**src/design/nsc_pkg.sv**
```systemverilog
`timescale 1ns / 1ps
`default_nettype none

package nsc_pkg;

  // Framing characters of an NMEA 0183 sentence.
  localparam logic [7:0] StartChar = 8'h24;
  localparam logic [7:0] EndChar   = 8'h2A;

  localparam int unsigned IdLen  = 5;
  localparam int unsigned TagLen = 6;

  localparam int unsigned IdW  = 8 * IdLen;
  localparam int unsigned TagW = 8 * TagLen;
  localparam int unsigned CfgW = TagW;

  localparam logic [IdW-1:0]  SentenceIdReset = 40'h4750474741;
  localparam logic [TagW-1:0] TagBytesReset   = '0;

  // Configuration register indexes.
  localparam logic CfgSentenceId = 1'b0;
  localparam logic CfgTagBytes   = 1'b1;

  // Record capacity in bytes, tag bytes included.
  localparam int unsigned RecordCapacity = 128;
  localparam int unsigned RecLenW        = $clog2(RecordCapacity + 1);
  localparam logic [RecLenW-1:0] BodyLimit = RecLenW'(RecordCapacity - TagLen);

  // Depth of the command queue between front and back.
  localparam int unsigned QueueDepth = 4;
  localparam int unsigned QueuePtrW  = $clog2(QueueDepth);
  localparam int unsigned QueueCntW  = $clog2(QueueDepth + 1);

  // Index of the last byte in a header or trailer burst.
  localparam logic [2:0] BurstLastIdx = 3'd5;
  localparam logic [2:0] IdLastIdx    = 3'd4;

  typedef enum logic [1:0] {
    PhIdle,
    PhMatch,
    PhBody
  } phase_e;

  typedef enum logic [1:0] {
    CmdBody,
    CmdHeader,
    CmdTrailer
  } cmd_kind_e;

  typedef struct packed {
    cmd_kind_e  kind;
    logic [7:0] data;
    logic       trunc;
  } cmd_t;

  // Byte k of the identifier, first byte most significant.
  function automatic logic [7:0] id_byte(logic [IdW-1:0] id, logic [2:0] k);
    logic [7:0] b;
    case (k)
      3'd0:    b = id[39:32];
      3'd1:    b = id[31:24];
      3'd2:    b = id[23:16];
      3'd3:    b = id[15:8];
      default: b = id[7:0];
    endcase
    return b;
  endfunction

  // Byte k of the tag, first byte most significant.
  function automatic logic [7:0] tag_byte(logic [TagW-1:0] tag, logic [2:0] k);
    logic [7:0] b;
    case (k)
      3'd0:    b = tag[47:40];
      3'd1:    b = tag[39:32];
      3'd2:    b = tag[31:24];
      3'd3:    b = tag[23:16];
      3'd4:    b = tag[15:8];
      default: b = tag[7:0];
    endcase
    return b;
  endfunction

endpackage

`default_nettype wire

```
**src/design/nsc_front.sv**
```systemverilog
`timescale 1ns / 1ps
`default_nettype none

module nsc_front (
  input  wire logic                      clk_i,
  input  wire logic                      rst_ni,
  input  wire logic [nsc_pkg::IdW-1:0]   sentence_id_i,
  input  wire logic                      in_valid_i,
  input  wire logic [7:0]                in_byte_i,
  output logic                           in_ready_o,
  input  wire logic                      q_full_i,
  output logic                           q_push_o,
  output nsc_pkg::cmd_t                  q_cmd_o
);

  nsc_pkg::phase_e               phase_q, phase_d;
  logic [2:0]                    pos_q, pos_d;
  logic [nsc_pkg::RecLenW-1:0]   len_q, len_d;
  logic                          ovf_q, ovf_d;
  logic                          accept;

  assign in_ready_o = !q_full_i;
  assign accept     = in_valid_i && !q_full_i;

  always_ff @(posedge clk_i or negedge rst_ni) begin
    if (!rst_ni) begin
      phase_q <= nsc_pkg::PhIdle;
      pos_q   <= '0;
      len_q   <= '0;
      ovf_q   <= 1'b0;
    end else begin
      phase_q <= phase_d;
      pos_q   <= pos_d;
      len_q   <= len_d;
      ovf_q   <= ovf_d;
    end
  end

  always_comb begin
    phase_d        = phase_q;
    pos_d          = pos_q;
    len_d          = len_q;
    ovf_d          = ovf_q;
    q_push_o       = 1'b0;
    q_cmd_o.kind   = nsc_pkg::CmdBody;
    q_cmd_o.data   = in_byte_i;
    q_cmd_o.trunc  = ovf_q;
    if (accept) begin
      case (phase_q)
        nsc_pkg::PhMatch: begin
          if (in_byte_i == nsc_pkg::id_byte(sentence_id_i, pos_q)) begin
            pos_d = pos_q + 3'd1;
            len_d = len_q + nsc_pkg::RecLenW'(1);
            if (pos_q == nsc_pkg::IdLastIdx) begin
              q_push_o      = 1'b1;
              q_cmd_o.kind  = nsc_pkg::CmdHeader;
              q_cmd_o.trunc = 1'b0;
              phase_d       = nsc_pkg::PhBody;
            end
          end else begin
            phase_d = nsc_pkg::PhIdle;
            pos_d   = '0;
          end
        end
        nsc_pkg::PhBody: begin
          if (in_byte_i == nsc_pkg::EndChar) begin
            q_push_o     = 1'b1;
            q_cmd_o.kind = nsc_pkg::CmdTrailer;
            len_d        = len_q + nsc_pkg::RecLenW'(nsc_pkg::TagLen);
            phase_d      = nsc_pkg::PhIdle;
            pos_d        = '0;
          end else if (len_q < nsc_pkg::BodyLimit) begin
            q_push_o = 1'b1;
            len_d    = len_q + nsc_pkg::RecLenW'(1);
          end else begin
            ovf_d = 1'b1;
          end
        end
        default: begin
          // Idle, and the unused phase code, look for the start of a sentence.
          phase_d = nsc_pkg::PhIdle;
          if (in_byte_i == nsc_pkg::StartChar) begin
            phase_d = nsc_pkg::PhMatch;
            pos_d   = '0;
            len_d   = nsc_pkg::RecLenW'(1);
            ovf_d   = 1'b0;
          end
        end
      endcase
    end
  end

endmodule

`default_nettype wire

```
**src/design/nsc_queue.sv**
```systemverilog
`timescale 1ns / 1ps
`default_nettype none

module nsc_queue (
  input  wire logic    clk_i,
  input  wire logic    rst_ni,
  input  wire logic    push_i,
  input  wire nsc_pkg::cmd_t push_cmd_i,
  output logic         full_o,
  input  wire logic    pop_i,
  output nsc_pkg::cmd_t head_o,
  output logic         empty_o
);

  nsc_pkg::cmd_t                   mem_q [nsc_pkg::QueueDepth];
  logic [nsc_pkg::QueuePtrW-1:0]   wptr_q, rptr_q;
  logic [nsc_pkg::QueueCntW-1:0]   cnt_q;
  logic                            do_push, do_pop;

  assign full_o  = (cnt_q == nsc_pkg::QueueCntW'(nsc_pkg::QueueDepth));
  assign empty_o = (cnt_q == '0);
  assign do_push = push_i && !full_o;
  assign do_pop  = pop_i && !empty_o;
  assign head_o  = mem_q[rptr_q];

  always_ff @(posedge clk_i) begin
    if (do_push) begin
      mem_q[wptr_q] <= push_cmd_i;
    end
  end

  always_ff @(posedge clk_i or negedge rst_ni) begin
    if (!rst_ni) begin
      wptr_q <= '0;
      rptr_q <= '0;
      cnt_q  <= '0;
    end else begin
      if (do_push) begin
        wptr_q <= wptr_q + nsc_pkg::QueuePtrW'(1);
      end
      if (do_pop) begin
        rptr_q <= rptr_q + nsc_pkg::QueuePtrW'(1);
      end
      if (do_push && !do_pop) begin
        cnt_q <= cnt_q + nsc_pkg::QueueCntW'(1);
      end else if (do_pop && !do_push) begin
        cnt_q <= cnt_q - nsc_pkg::QueueCntW'(1);
      end
    end
  end

endmodule

`default_nettype wire

```
**src/design/nsc_back.sv**
```systemverilog
`timescale 1ns / 1ps
`default_nettype none

module nsc_back (
  input  wire logic                      clk_i,
  input  wire logic                      rst_ni,
  input  wire logic [nsc_pkg::IdW-1:0]   sentence_id_i,
  input  wire logic [nsc_pkg::TagW-1:0]  tag_bytes_i,
  input  wire nsc_pkg::cmd_t             head_i,
  input  wire logic                      empty_i,
  output logic                           pop_o,
  output logic                           out_valid_o,
  input  wire logic                      out_ready_i,
  output logic [7:0]                     out_byte_o,
  output logic                           out_last_o,
  output logic                           out_trunc_o
);

  logic          busy_q, busy_d;
  nsc_pkg::cmd_t cmd_q, cmd_d;
  logic [2:0]    cnt_q, cnt_d;
  logic          valid_q;
  logic [7:0]    byte_q;
  logic          last_q, trunc_q;

  nsc_pkg::cmd_t cur;
  logic          cur_valid;
  logic [2:0]    idx;
  logic          load;
  logic [7:0]    beat_byte;
  logic          beat_last;
  logic          burst_done;

  assign cur       = busy_q ? cmd_q : head_i;
  assign cur_valid = busy_q || !empty_i;
  assign idx       = busy_q ? cnt_q : 3'd0;
  assign load      = cur_valid && (!valid_q || out_ready_i);
  assign pop_o     = load && !busy_q;

  always_comb begin
    beat_byte  = cur.data;
    beat_last  = 1'b0;
    burst_done = 1'b1;
    case (cur.kind)
      nsc_pkg::CmdHeader: begin
        beat_byte  = (idx == 3'd0) ? nsc_pkg::StartChar
                                   : nsc_pkg::id_byte(sentence_id_i, idx - 3'd1);
        burst_done = (idx == nsc_pkg::BurstLastIdx);
      end
      nsc_pkg::CmdTrailer: begin
        beat_byte  = nsc_pkg::tag_byte(tag_bytes_i, idx);
        burst_done = (idx == nsc_pkg::BurstLastIdx);
        beat_last  = burst_done;
      end
      default: begin
        beat_byte = cur.data;
      end
    endcase
  end

  always_comb begin
    busy_d = busy_q;
    cmd_d  = cmd_q;
    cnt_d  = cnt_q;
    if (load) begin
      busy_d = !burst_done;
      cmd_d  = cur;
      cnt_d  = idx + 3'd1;
    end
  end

  always_ff @(posedge clk_i or negedge rst_ni) begin
    if (!rst_ni) begin
      busy_q  <= 1'b0;
      cnt_q   <= '0;
      valid_q <= 1'b0;
    end else begin
      busy_q <= busy_d;
      cnt_q  <= cnt_d;
      if (load) begin
        valid_q <= 1'b1;
      end else if (out_ready_i) begin
        valid_q <= 1'b0;
      end
    end
  end

  always_ff @(posedge clk_i) begin
    cmd_q <= cmd_d;
    if (load) begin
      byte_q  <= beat_byte;
      last_q  <= beat_last;
      trunc_q <= cur.trunc;
    end
  end

  assign out_valid_o = valid_q;
  assign out_byte_o  = byte_q;
  assign out_last_o  = last_q;
  assign out_trunc_o = trunc_q;

endmodule

`default_nettype wire

```
**src/design/nmea_sentence_capture_top.sv**
```systemverilog
// NMEA sentence capture: filters a stream of received GPS bytes and passes on
// only the sentences whose five-byte identifier matches sentence_id.
// Input items arrive one byte each on the s_axis channel. Output items leave
// on the m_axis channel: a matched record starts with '$' and the identifier,
// carries the body bytes, and ends with the six tag bytes, the final one
// marked by tlast. tuser flags a record whose body was cut for capacity.
// A front stage classifies each byte and pushes a command into a four-entry
// queue; a back stage expands each command into output items.
// Throughput: one input item per cycle while the queue has room. A body byte
// yields one output item from the back stage; the byte that completes the
// identifier and the closing '*' each yield six output items, counted out by
// the back stage's burst counter. Other bytes produce nothing.
// The first output item of an accepted input is written into the queue, then
// into the back stage's output register, which drives m_axis_tvalid_o.
// When the receiver stalls, the output register holds its item, the back
// stage stops, the queue fills and then s_axis_tready_o drops.
// Reset clears the parse state, empties the queue and the output register,
// and loads the identifier GPGGA and an all-zero tag.
// Configuration is written through cfg_we_i, cfg_addr_i and cfg_wdata_i
// while the block is idle: index 0 the identifier, index 1 the tag.
`timescale 1ns / 1ps
`default_nettype none

module nmea_sentence_capture_top (
  input  wire logic                      clk_i,
  input  wire logic                      rst_ni,
  input  wire logic                      cfg_we_i,
  input  wire logic                      cfg_addr_i,
  input  wire logic [nsc_pkg::CfgW-1:0]  cfg_wdata_i,
  input  wire logic                      s_axis_tvalid_i,
  output logic                           s_axis_tready_o,
  input  wire logic [7:0]                s_axis_tdata_i,   // [7:0] rx_byte
  output logic                           m_axis_tvalid_o,
  input  wire logic                      m_axis_tready_i,
  output logic [7:0]                     m_axis_tdata_o,   // [7:0] out_byte
  output logic                           m_axis_tlast_o,
  output logic                           m_axis_tuser_o    // [0] truncated
);

  logic [nsc_pkg::IdW-1:0]  sentence_id_q;
  logic [nsc_pkg::TagW-1:0] tag_bytes_q;

  // Configuration registers: the user must change them only while the datapath is idle; the block does not check.
  always_ff @(posedge clk_i or negedge rst_ni) begin
    if (!rst_ni) begin
      sentence_id_q <= nsc_pkg::SentenceIdReset;
      tag_bytes_q   <= nsc_pkg::TagBytesReset;
    end else if (cfg_we_i) begin
      case (cfg_addr_i)
        nsc_pkg::CfgSentenceId: sentence_id_q <= cfg_wdata_i[nsc_pkg::IdW-1:0];
        default:                tag_bytes_q   <= cfg_wdata_i;
      endcase
    end
  end

  logic          q_push, q_full, q_pop, q_empty;
  nsc_pkg::cmd_t q_cmd, q_head;

  nsc_front u_front (
    .clk_i         (clk_i),
    .rst_ni        (rst_ni),
    .sentence_id_i (sentence_id_q),
    .in_valid_i    (s_axis_tvalid_i),
    .in_byte_i     (s_axis_tdata_i),
    .in_ready_o    (s_axis_tready_o),
    .q_full_i      (q_full),
    .q_push_o      (q_push),
    .q_cmd_o       (q_cmd)
  );

  nsc_queue u_queue (
    .clk_i      (clk_i),
    .rst_ni     (rst_ni),
    .push_i     (q_push),
    .push_cmd_i (q_cmd),
    .full_o     (q_full),
    .pop_i      (q_pop),
    .head_o     (q_head),
    .empty_o    (q_empty)
  );

  nsc_back u_back (
    .clk_i         (clk_i),
    .rst_ni        (rst_ni),
    .sentence_id_i (sentence_id_q),
    .tag_bytes_i   (tag_bytes_q),
    .head_i        (q_head),
    .empty_i       (q_empty),
    .pop_o         (q_pop),
    .out_valid_o   (m_axis_tvalid_o),
    .out_ready_i   (m_axis_tready_i),
    .out_byte_o    (m_axis_tdata_o),
    .out_last_o    (m_axis_tlast_o),
    .out_trunc_o   (m_axis_tuser_o)
  );

endmodule

`default_nettype wire

```
**config.mk**
```make
export PLATFORM = sky130hd
export DESIGN_NAME = nmea_sentence_capture_top
export DESIGN_NICKNAME = d
export VERILOG_FILES = /design/src/design/nsc_pkg.sv /design/src/design/nsc_front.sv /design/src/design/nsc_queue.sv /design/src/design/nsc_back.sv /design/src/design/nmea_sentence_capture_top.sv
export SDC_FILE = /design/constraint.sdc
export NUM_CORES = 1
export LEC_CHECK = 0
export CORE_UTILIZATION = 57
export CTS_CLUSTER_SIZE = 28
export DETAILED_ROUTE_END_ITERATION = 10
export DONT_BUFFER_PORTS = 1
export GPL_TIMING_DRIVEN = 0
export HOLD_SLACK_MARGIN = 0.08
export MAX_ROUTING_LAYER = met4
export PLACE_DENSITY = 0.8
export SKIP_LAST_GASP = 1
export SYNTH_ARGS = -nofsm -noshare
export SYNTH_HDL_FRONTEND = slang
export SYNTH_SLANG_ARGS = --single-unit
```
**constraint.sdc**
```tcl
create_clock -name clk_i -period 3.6 [get_ports clk_i]
set_input_delay 0.36 -clock clk_i [delete_from_list [all_inputs] [get_ports clk_i]]
set_output_delay 0.36 -clock clk_i [all_outputs]
set_load 0.01 [all_outputs]
```
Yosys cells after proc, flatten, opt, wreduce, memory -nomap -nowiden
Memory sizes are Yosys's and may differ from the RTL's.
Cells that the tools add are included.
{ "totals": {"regBits": 134, "ram_bits": 44, "wordCells": 138, "mem_count": 1} }
{ "mem_list": {"columns": ["memory", "words", "word_bits", "rd", "rd_ports_with_merged_regs", "wr", "line", "rtl"], "rows": [
  ["u_queue.mem_q", 4, 11, 1, 0, 1, "nsc_queue.sv:15", "nsc_pkg::cmd_t mem_q [nsc_pkg::QueueDepth];"]
]} }
{ "classes": {"n_addsub": 9, "magnitude_cmp": 1, "n_eq_ne": 26, "n_mux": 49, "bitwise_logic": 3, "reduce_logical": 32} }
{ "op_table": {"columns": ["cell", "n"], "rows": [
  ["8-bit case mux with 4 select lines", 2],
  ["8-bit two-way mux", 7],
  ["8-bit case mux with 5 select lines", 1],
  ["8-bit case mux with 2 select lines", 2],
  ["1-bit two-way mux", 19],
  ["3-bit by 2-bit == test with 1-bit output (second input constant)", 6],
  ["3-bit two-way mux", 6],
  ["8-bit by 6-bit == test with 1-bit output (second input constant)", 2],
  ["3-bit == test (second input constant)", 4],
  ["3-bit logical NOT", 4],
  ["2-bit two-way mux", 6],
  ["11-bit two-way mux", 1],
  ["3-bit by 1-bit adder with 3-bit output (second input constant)", 3],
  ["3-bit by 1-bit == test with 1-bit output (second input constant)", 3],
  ["8-bit by 1-bit adder with 8-bit output (second input constant)", 1],
  ["8-bit by 3-bit adder with 8-bit output (second input constant)", 1],
  ["8-bit == test", 1],
  ["8-bit by 7-bit < comparator with 1-bit output (second input constant)", 1],
  ["2-bit case mux with 2 select lines", 2],
  ["1-bit logical AND", 7],
  ["1-bit logical NOT", 7],
  ["3-bit case mux with 2 select lines", 1],
  ["2-bit AND reduction", 3],
  ["3-bit AND reduction", 2],
  ["other kinds (16)", 28]
]} }

Longest topological paths before layout
Gate-level depths: netlist (run 1).
{ "depth": {"ltp_word": 13, "mapped_depth": 19, "ltp_nobuf": 16} }

By module
Synthesis (run 1) repeated with hierarchy kept, for this count alone.
{ "hier_totals": {"hier_cells": 681, "hier_area_um2": 8893.5} }
{ "modules_own_cells": {"columns": ["mod", "n_inst", "cells_each", "area_per_inst_um2"], "rows": [
  ["nmea_sentence_capture_top", 1, 187, 3290.7],
  ["nsc_queue", 1, 93, 2040.7],
  ["nsc_back", 1, 197, 1904.3],
  ["nsc_front", 1, 204, 1657.8]
]} }

Least setup slack after synthesis (run 1)
Ideal clock, no wire load.
{ "synth_timing": {"path_kind": "register -> register", "start": "register u_front.pos_q[2]", "end": "register u_queue.cnt_q[2] (netlist name)", "setup_ns": 0.079, "arrival_time_ns": 3.611, "path_slack_ns": -0.090, "path_stages_with_launch": 20, "cell_sequence": "dfrtp_1 > clkbuf_1 > inv_1 > ha_1 > clkbuf_1 > o21bai_1 > buf_6 > mux2i_1 > xor2_1 > nand4_1 > or2_1 > buf_6 > o41a_4 > inv_1 > ha_1 > inv_1 > fa_1 > xor2_1 > nor2_1 > xor2_1"} }
{ "synth_between": {"elab_chain_len": 12, "word_cells_on_any_way": 19} }
{ "synth_rtl": {"columns": ["element", "line", "rtl"], "rows": [
  ["start, declared", "nsc_front.sv:17", "logic [2:0] pos_q, pos_d;"],
  ["start signal, assigned", "nsc_front.sv:33", "pos_q <= pos_d;"],
  ["3-bit by 2-bit == test with 1-bit output, or another cell as far along", "nsc_pkg.sv:59", "case (k)"],
  ["8-bit case mux with 4 select lines", "nsc_pkg.sv:59", null],
  ["8-bit two-way mux", "nsc_front.sv:49", "case (phase_q)"],
  ["8-bit two-way mux", "nsc_front.sv:48", "if (accept) begin"],
  ["8-bit == test", "nsc_front.sv:51", "if (in_byte_i == nsc_pkg::id_byte(sentence_id_i, pos_q)) begin"],
  ["1-bit two-way mux (*)", "nsc_front.sv:51", null],
  ["1-bit case mux with 2 select lines (*)", "nsc_front.sv:49", null],
  ["1-bit two-way mux (*)", "nsc_front.sv:48", null],
  ["1-bit logical AND (*)", "nsc_queue.sv:22", "assign do_push = push_i && !full_o;"],
  ["via u_queue.do_push", "nsc_queue.sv:18", "logic do_push, do_pop;"],
  ["1-bit logical NOT", "nsc_queue.sv:46", "end else if (do_pop && !do_push) begin"],
  ["1-bit logical AND", "nsc_queue.sv:46", null],
  ["2-bit nonzero test (no source line)", null, null],
  ["end signal, assigned", "nsc_queue.sv:45", "cnt_q <= cnt_q + nsc_pkg::QueueCntW'(1);"],
  ["end signal, assigned", "nsc_queue.sv:47", "cnt_q <= cnt_q - nsc_pkg::QueueCntW'(1);"],
  ["end, declared", "nsc_queue.sv:17", "logic [nsc_pkg::QueueCntW-1:0] cnt_q;"]
]} }
The timed path passes the listed nets; every way through them passes the cells marked *. The select of a mux whose other input is x is not followed.
A chain may end at the register's enable or synchronous reset.

Worst setup path after layout (run 1)
Same ends and word-level chain as after synthesis.

==> results.txt, run 1 <==
First-pass GRT wire length: 34400 µm. For this configuration, the core starts out at a cell density of 58.5%. The summed instance area of the synthesized netlist was 8540 µm². The run gives 0 as the hold violation total from the final report. The worst clock skew is 9.66 ps. The worst pin sits at a relative slew slack of 31.5%. The die covers 15500 µm². The switching fraction of total power was 35.7%; the initial detailed-routing violation count was 841. The tool flagged a number of max-cap violations equal to 0. Summed over all nets, the switching power comes to 2.55 mW. The synthesized flop and latch total is 178. The clock latency on the worst-skew pair was 430 ps. In the final design database the tool counted 863 nets. The longest clock path from root to sink contains 2 buffers. In this run the static leakage power is 4.14 nW. Dividing the final minimum period by the clock period gives 106%. The required time reported for the critical path endpoint came out at 3950 ps. Setup repair after global routing could not meet its margin everywhere.

The data arrival at the endpoint of the critical path was 4160 ps. TritonCTS built the clock tree. Clock-pin slew was measured on the worst setup and hold paths at 70 ps. The flow ran to the end, but the final reports show violations. 74 I/O pins were placed. The HPWL after detailed placement is 14200 µm. The sequential cells in the finished layout cover a total of 4800 µm². The worst setup margin is -212 ps.

The die is 124 µm wide. The pre-antenna-repair detailed-routing pass consisted of 8 iterations. Maximum ir drop on the vdd rail: 0.422 mV.

For this run the aggregate overflow at the end of global routing stands at 0. The core region is 14600 µm². Pin count of the biggest net entering global routing: 115.

The maximum frequency from static timing analysis came out at 262 MHz. For the via count, the log shows 6419. Leaving out fill and tap cells, the most frequent cells in the layout are dfrtp_1 (96), mux2_2 (91), nand2_1 (88). For this run, the number of Yosys warnings is 0. Leaving out fill and tap cells, the most frequent cell in the layout is dfrtp_1. During placement, the flow inserted port buffers numbering 0.

Measured along the y axis, the die boundary spans 124 µm. The layout overhead on the synthesized area was 21.7%; the sequential share of power was 40.5%. The design draws 7.15 mW. The post-synthesis net count is 763, and the number of distinct standard cells referenced by the synthesized netlist is 59.

The logs give 29.9% for the aggregate global-route resource usage and 10400 µm² for the final instance area. Of all flip-flops after synthesis, the portion carrying an async set or reset was 64.0%. The cell count after synthesis came out at 674. The run gives 71.3% as the post-layout utilization of the core.

In this run, synthesis inferred 64 flip-flops with an integrated enable. In this run the clock root is driven by a clkbuf_16. After detailed routing, the number of remaining DRC violations is 0. The logs give 858 for the placed cell count and -334 ps for the setup TNS. For this block, the routed nets add up to 22600 µm of wire. In this run, the clock network consumes 26.7% of the power.

The tools report the worst setup timing slack at the placement stage as -657 ps. The number of clock buffers inserted by TritonCTS was 17; the final routed wire length divided by cell count was 23.3 µm. The placed instances occupy a cell area of 8770 µm².

Worst hold-check path type: primary input to flip-flop. Combinational logic burns 32.8% of the power. In this run the remaining antenna-violating nets after routing total 0.

The proportion of synthesized chip area in sequential cells came out at 56.1%. The critical path is of the flip-flop to flip-flop type. The count of inserted antenna diode cells was 0; the area used by multi-input combinational logic was 3630 µm². Maximum level of the CTS H-tree: 4. The number of global-route vias before repair was 6506; the placer's final routability congestion estimate was 0.903. After detailed routing, the number of vias per cell comes to 6.61. CTS saw 178 sinks.

The internal power contribution is 4.60 mW, and the number of filler cells placed in the layout is 886. The minimum clock period after layout came out at 3810 ps. The final reports fail on setup timing.

The number of antenna violations at the first check in global routing came out at 0. In this run the power density over the cells is 688 nW/µm². Share of post-route cells with drive strength above 1: 26.6%. Along the worst path, the maximum fanout reaches 10.

Average instance area after synthesis: 12.7 µm². STA classifies the critical path startpoint as a flip-flop. The transition time at the pin with the least slew margin was 1010 ps. Setup violations remaining at the end of the flow were counted as 2. The run gives 44 as the placement row count. STA classifies the critical path endpoint as a flip-flop.

The most used flip-flop cell after synthesis is dfrtp_1. Leaving out filler cells and counting taps, the final layout contains 971. The count of pins over their slew limit came out at 0. The tightest hold path in the finished design has a slack of 86.3 ps.
[worst paths after layout]
| kind | from | endpoint | slack, ps | cells after the start |
|---|---|---|---|---|
| max | u_front.pos_q[2] | u_queue.cnt_q[2] | -210 | 18 |
| min | cfg_wdata_i[17] | tag_bytes_q[17] | 90 | 1 |
| max reg2reg | u_front.pos_q[2] | u_queue.cnt_q[2] | -210 | 18 |
| min reg2reg | u_back.cnt_q[2] | u_back.cnt_q[2] | 490 | 2 |
| max in group asynchronous | rst_ni | sentence_id_q[28] | 2610 | 2 |
| min in group asynchronous | rst_ni | tag_bytes_q[33] | 550 | 2 |
[repair_timing]
action | CTS | global route
endpoints found under the hold margin | 221 | 11
endpoints found under the setup margin | 55 | 54
hold buffers | 58 | 11
resized for setup | 47 | 14
pin swaps | 11 | 8
setup buffers | 8 | 4
gates cloned | 3 | 0
[kinds of logic (layout without fill, tap and decap cells)]
group,after synthesis,after routing,synth area share (%)
xor gates and xnor gates,14,14,1.44
adders and majority gates,27,27,4.04
buffers and inverters,68,181,3.37
DFF,178,178,56.1
muxes,113,113,16.3
AOI/OAI and AO/OA,135,135,11.6
and+or+nand+nor,139,139,7.15
[critical path, stage by stage, from the launching register on]
cell and delay (ps):
dfrtp_1 410, clkbuf_8 190, inv_1 70, ha_1 160
clkbuf_8 120, o21bai_1 110, buf_6 220, mux2i_1 280
xor2_1 240, nand4_1 190, or2_1 290, o41a_4 400
inv_4 90, ha_4 130, inv_2 30, fa_2 340
xor2_2 150, nor2_1 150, xor2_1 160
[power by group through the flow]
stage | logic, mW | clock network (mW) | registers (mW)
floorplan | 1.53 | 0 | 2.81
global placement | 1.98 | 0 | 2.87
detailed placement | 2.06 | 0 | 2.90
CTS | 2.21 | 1.91 | 2.86
global route | 2.53 | 1.99 | 2.93
finish | 2.35 | 1.91 | 2.89
[flip-flops by register name (all words and copies together), names as in the netlist, 8 cells and up]
signal             cells
u_back.out_byte_o      8
u_front.len_q          8
u_queue.mem_q         44
sentence_id_q         40
tag_bytes_q           48
u_back.cmd_q          11
[layer usage]
layer | track usage, % | part of all wire [%] | vias to the layer above | wire, µm
met2 | 48.5 | 50 | 387 | 11400
met3 | 6.40 | 7.6 | 85 | 1730
li1 | - | - | 2721 | -
met4 | 10.8 | 3.4 | 0 | 778
met5 | - | 0 | - | 0
met1 | 37.0 | 38 | 3226 | 8690
[cell usage after synthesis (all sizes together) (9+ instances only)]
| cell | n | share of area (%) |
|---|---|---|
| buf | 10 | 0.81 |
| a22oi | 18 | 1.6 |
| nor2 | 19 | 0.84 |
| inv | 30 | 1.3 |
| clkbuf | 28 | 1.2 |
| mux2 | 93 | 12 |
| edfxtp | 64 | 23 |
| ha | 26 | 3.8 |
| nand2 | 88 | 3.9 |
| a31oi | 10 | 0.73 |
| mux4 | 11 | 2.9 |
| o21ai | 26 | 1.5 |
| dfrtp | 98 | 29 |
| a21oi | 16 | 0.94 |
| mux2i | 9 | 1.1 |
| dfstp | 16 | 4.9 |
| a222oi | 16 | 1.9 |
| xor2 | 11 | 1.1 |
[layout make-up]
class                      instances  share of cell area, %
sequential                       178                   46.1
multi-input combinational        428                   34.9
tap                              184                   2.21
timing repair buffer              84                   8.00
buffer                            35                   1.78
clock buffer                      19                   4.38
inverter                          30                   1.16
clock inverter                    13                   1.40
Note: power is estimated with default switching activity, not from simulation.
==> run 2: changes to the inputs <==
--- a/config.mk
+++ b/config.mk
@@ -5,14 +5,15 @@
 export SDC_FILE = /design/constraint.sdc
 export NUM_CORES = 1
 export LEC_CHECK = 0
-export CORE_UTILIZATION = 57
+export CORE_UTILIZATION = 60
+export CTS_BUF_LIST = sky130_fd_sc_hd__clkbuf_8
 export CTS_CLUSTER_SIZE = 28
 export DETAILED_ROUTE_END_ITERATION = 10
 export DONT_BUFFER_PORTS = 1
 export GPL_TIMING_DRIVEN = 0
 export HOLD_SLACK_MARGIN = 0.08
 export MAX_ROUTING_LAYER = met4
-export PLACE_DENSITY = 0.8
+export PLACE_DENSITY = 0.84
 export SKIP_LAST_GASP = 1
 export SYNTH_ARGS = -nofsm -noshare
 export SYNTH_HDL_FRONTEND = slang
==> run 2 against run 1 <==
The run ends with hold timing, setup timing left. Sequential share of layout area grew 1.2 points. Final cell count fell by 1.3%. Final area shrank 2.5%. Combinational power rose by 3%. Non-clock buffer count is 9 lower. Global-route usage up 3.8 points.
==> results.txt, run 2 (synthesis results as in run 1) <==
The run finished, with violations left. The checks that failed: hold timing, setup timing. The number of I/O port buffers was 0 (unchanged). The logs give 4 (+4) for the hold violation total from the final report and 10100 µm² (-2.5%) for the final instance area.

For the setup TNS, the log shows -3530 ps (-3200 ps). The logs give 14300 µm (+0.48%) for the placed wire-length estimate after detailed placement and 0 (unchanged) for the total overflow reported by the global router. The aggregate global-route resource usage was 33.7% (+3.8 points); the number of hold-repair buffers added at the cts stage was 57 (-1.7%).

The worst hold-check path type was primary input to flip-flop. The run gives 6.70 mW (-6.3%) as the power after layout. From synthesis to final layout, the design area changed by 18.7%. The critical path goes through ha_2 > ha_1 > clkbuf_8 > o21bai_1 > buf_6 > mux2i_4 > xor2_1 > nand4_1 > or2_1 > o41a_4 > inv_4 > ha_4 > inv_2 > fa_2 > xor2_1 > nor2_1 > xor2_1. The post-layout net count was 854 (-1.0%); the routed wire length was 23300 µm (+3.2%). Number of routed nets with antenna violations: 0 (unchanged).

The run gives 4340 ps (+180 ps) as the data arrival at the endpoint of the critical path. The number of antenna violations at the first check in global routing came out at 0 (unchanged). STA classifies the critical path startpoint as a flip-flop.

The die area was 14700 µm² (-4.9%). The buffering stage count on the worst path with inverters included is 4 (-2), and the leakage power summed over all cells is 4.01 nW (-3.3%). The placement row count was 43 (-2.3%); the placed cell count was 854 (-0.47%). The run gives 0.407 mV (-3.6%) as the maximum ir drop on the vdd rail.

The largest driver fanout on the critical path works out to 8 (-2). The number of flip-flops in the largest register works out to 48 (unchanged). The share of post-route cells with drive strength above 1 came out at 26.2% (-0.34 points). The footprint of the flip-flops and latches came out at 4800 µm² (unchanged). The worst reg-to-reg path cell count came out at 17 (-1). For the via count, the log shows 6565 (+2.3%). The run gives 6722 (+3.3%) as the number of global-route vias before repair.

Maximum level of the CTS H-tree: 4 (unchanged). The depth of the critical timing path with buffers and inverters included works out to 17 (-1). The logs give 35500 µm (+3.1%) for the first-pass GRT wire length and 74 (unchanged) for the top-level port count. The root buffer selected by CTS is clkbuf_8. The normalized max-slew margin was 32.4% (+0.88 points). Setup repair after global routing could not meet its margin everywhere. The area used by multi-input combinational logic is 3640 µm² (+0.34%). The clock-pin slew on the worst setup and hold paths was 90 ps (+20 ps); the maximum root-to-sink buffer count was 2 (unchanged). The commonest non-fill, non-tap cell in the layout was dfrtp_1. The count of pins over their slew limit was 0 (unchanged).

Required time reported for the critical path endpoint: 4010 ps (+60 ps). The worst clock skew was 10.6 ps (+0.935 ps). The worst hold margin came out at -37.6 ps (-124 ps).

In the final layout, the registers with the most flip-flops are tag_bytes_q (48), u_queue.mem_q (44), sentence_id_q (40). The worst setup margin is -337 ps (-125 ps). The critical path class is flip-flop to flip-flop.

Stage delay of the slowest cell on the critical path: 480 ps (+70 ps). In the layout the commonest cells are dfrtp_1 (96), mux2_2 (91), nand2_1 (88). The power density over the cells was 662 nW/µm² (-3.8%); the clock latency on the worst-skew pair was 490 ps (+60 ps). The post-layout utilization of the core came out at 73.0% (+1.7 points).

The pin count of the biggest net entering global routing is 115 (unchanged). The clock net sink count was 178 (unchanged). For the worst setup timing slack at the placement stage, the log shows -594 ps (+62.7 ps). The length of the first detailed-routing pass in iterations came out at 9 (+1).

The period utilization is 109% (+3.5 points). The placer's final routability congestion estimate is 0.904 (about the same), and the number of design rule violations left after detail routing is 0 (unchanged). The cell area after placement is 8770 µm² (about the same). The via density per instance came out at 6.85 (+3.7%). Number of cells on the worst hold path: 0 (-1).

The final routed wire length divided by cell count was 24.3 µm (+4.6%); the reg2reg setup slack was -340 ps (-120 ps). The run gives 13900 µm² (-4.9%) as the core area. The overall die height came out at 121 µm (-2.5%).

The number of cells in the finished layout apart from fillers was 958 (-1.3%); the transition time at the pin with the least slew margin was 1000 ps (-13.0 ps). The run gives 0 (unchanged) as the max-capacitance violation count. The number of filler cells placed in the layout is 822 (-7.2%). In this design, the critical path's most frequently occurring cell is xor2_1. The logs give 47 (+45) for the final setup violation count and 61.5% (+3.0 points) for the starting density of the core. The count of inserted antenna diode cells is 0 (unchanged). The initial detailed-routing violation count is 928 (+10%), and the die width is 121 µm (-2.5%). Maximum frequency from static timing analysis: 254 MHz (-3.2%). The minimum clock period after layout was 3940 ps (+125 ps). TritonCTS built the clock tree. The number of clock buffers inserted by TritonCTS is 17 (unchanged).

The kind of cell with the highest combined delay along the critical path is adder cells. The category of the worst setup path capture point is a flip-flop. Counting flops per register, the top entry is tag_bytes_q.

The slowest stage of the critical path belongs to the cell dfrtp_2.
[run 2: layout make-up]
class / instances / share of cell area [%]
sequential: 178 / 47.3
multi-input combinational: 428 / 35.9
timing repair buffer: 76 / 7.66
clock buffer: 18 / 2.45
tap: 180 / 2.22
buffer: 34 / 1.75
clock inverter: 14 / 1.44
inverter: 30 / 1.19
[run 2: power by group]
group / leakage, nW / switching [mW] / total [mW] / internal (mW)
Combinational: 1.87 / 1.47 / 2.41 / 0.938
Clock: 0.201 / 0.710 / 1.40 / 0.687
Sequential: 1.94 / 0.327 / 2.90 / 2.57
[run 2: worst paths after layout]
kind                                   start             endpoint
min                        s_axis_tdata_i[4]  u_queue.mem_q[0][5]
max reg2reg                 u_front.pos_q[1]     u_queue.cnt_q[2]
min reg2reg                  u_back.cnt_q[2]      u_back.cnt_q[2]
min in group asynchronous             rst_ni   u_front.phase_q[1]
max in group asynchronous             rst_ni     sentence_id_q[4]
max                         u_front.pos_q[1]     u_queue.cnt_q[2]
[run 2: worst register-to-register path, stage by stage, from the launching register on]
cell and delay [ps]:
dfrtp_2 480, ha_2 230, ha_1 180, clkbuf_8 130
o21bai_1 110, buf_6 240, mux2i_4 290, xor2_1 240
nand4_1 210, or2_1 300, o41a_4 390, inv_4 100
ha_4 140, inv_2 40, fa_2 330, xor2_1 150
nor2_1 110, xor2_1 180
[run 2: routing by layer]
| metal | vias to the layer above | share of wire, % | global-route usage, % | routed length, µm |
|---|---|---|---|---|
| met5 | - | 0 | - | 0 |
| met4 | 0 | 5.5 | 15.6 | 1280 |
| met3 | 135 | 9.1 | 8.18 | 2120 |
| met2 | 486 | 50 | 54.2 | 11600 |
| met1 | 3259 | 36 | 40.1 | 8320 |
| li1 | 2685 | - | - | - |
[run 2: timing repair]
item                       in CTS  in global routing
pin swaps                      12                 12
cloned                          2                  0
hold endpoints to repair      234                  4
setup endpoints to repair      55                 54
resized for setup              44                 11
buffers inserted                8                  9
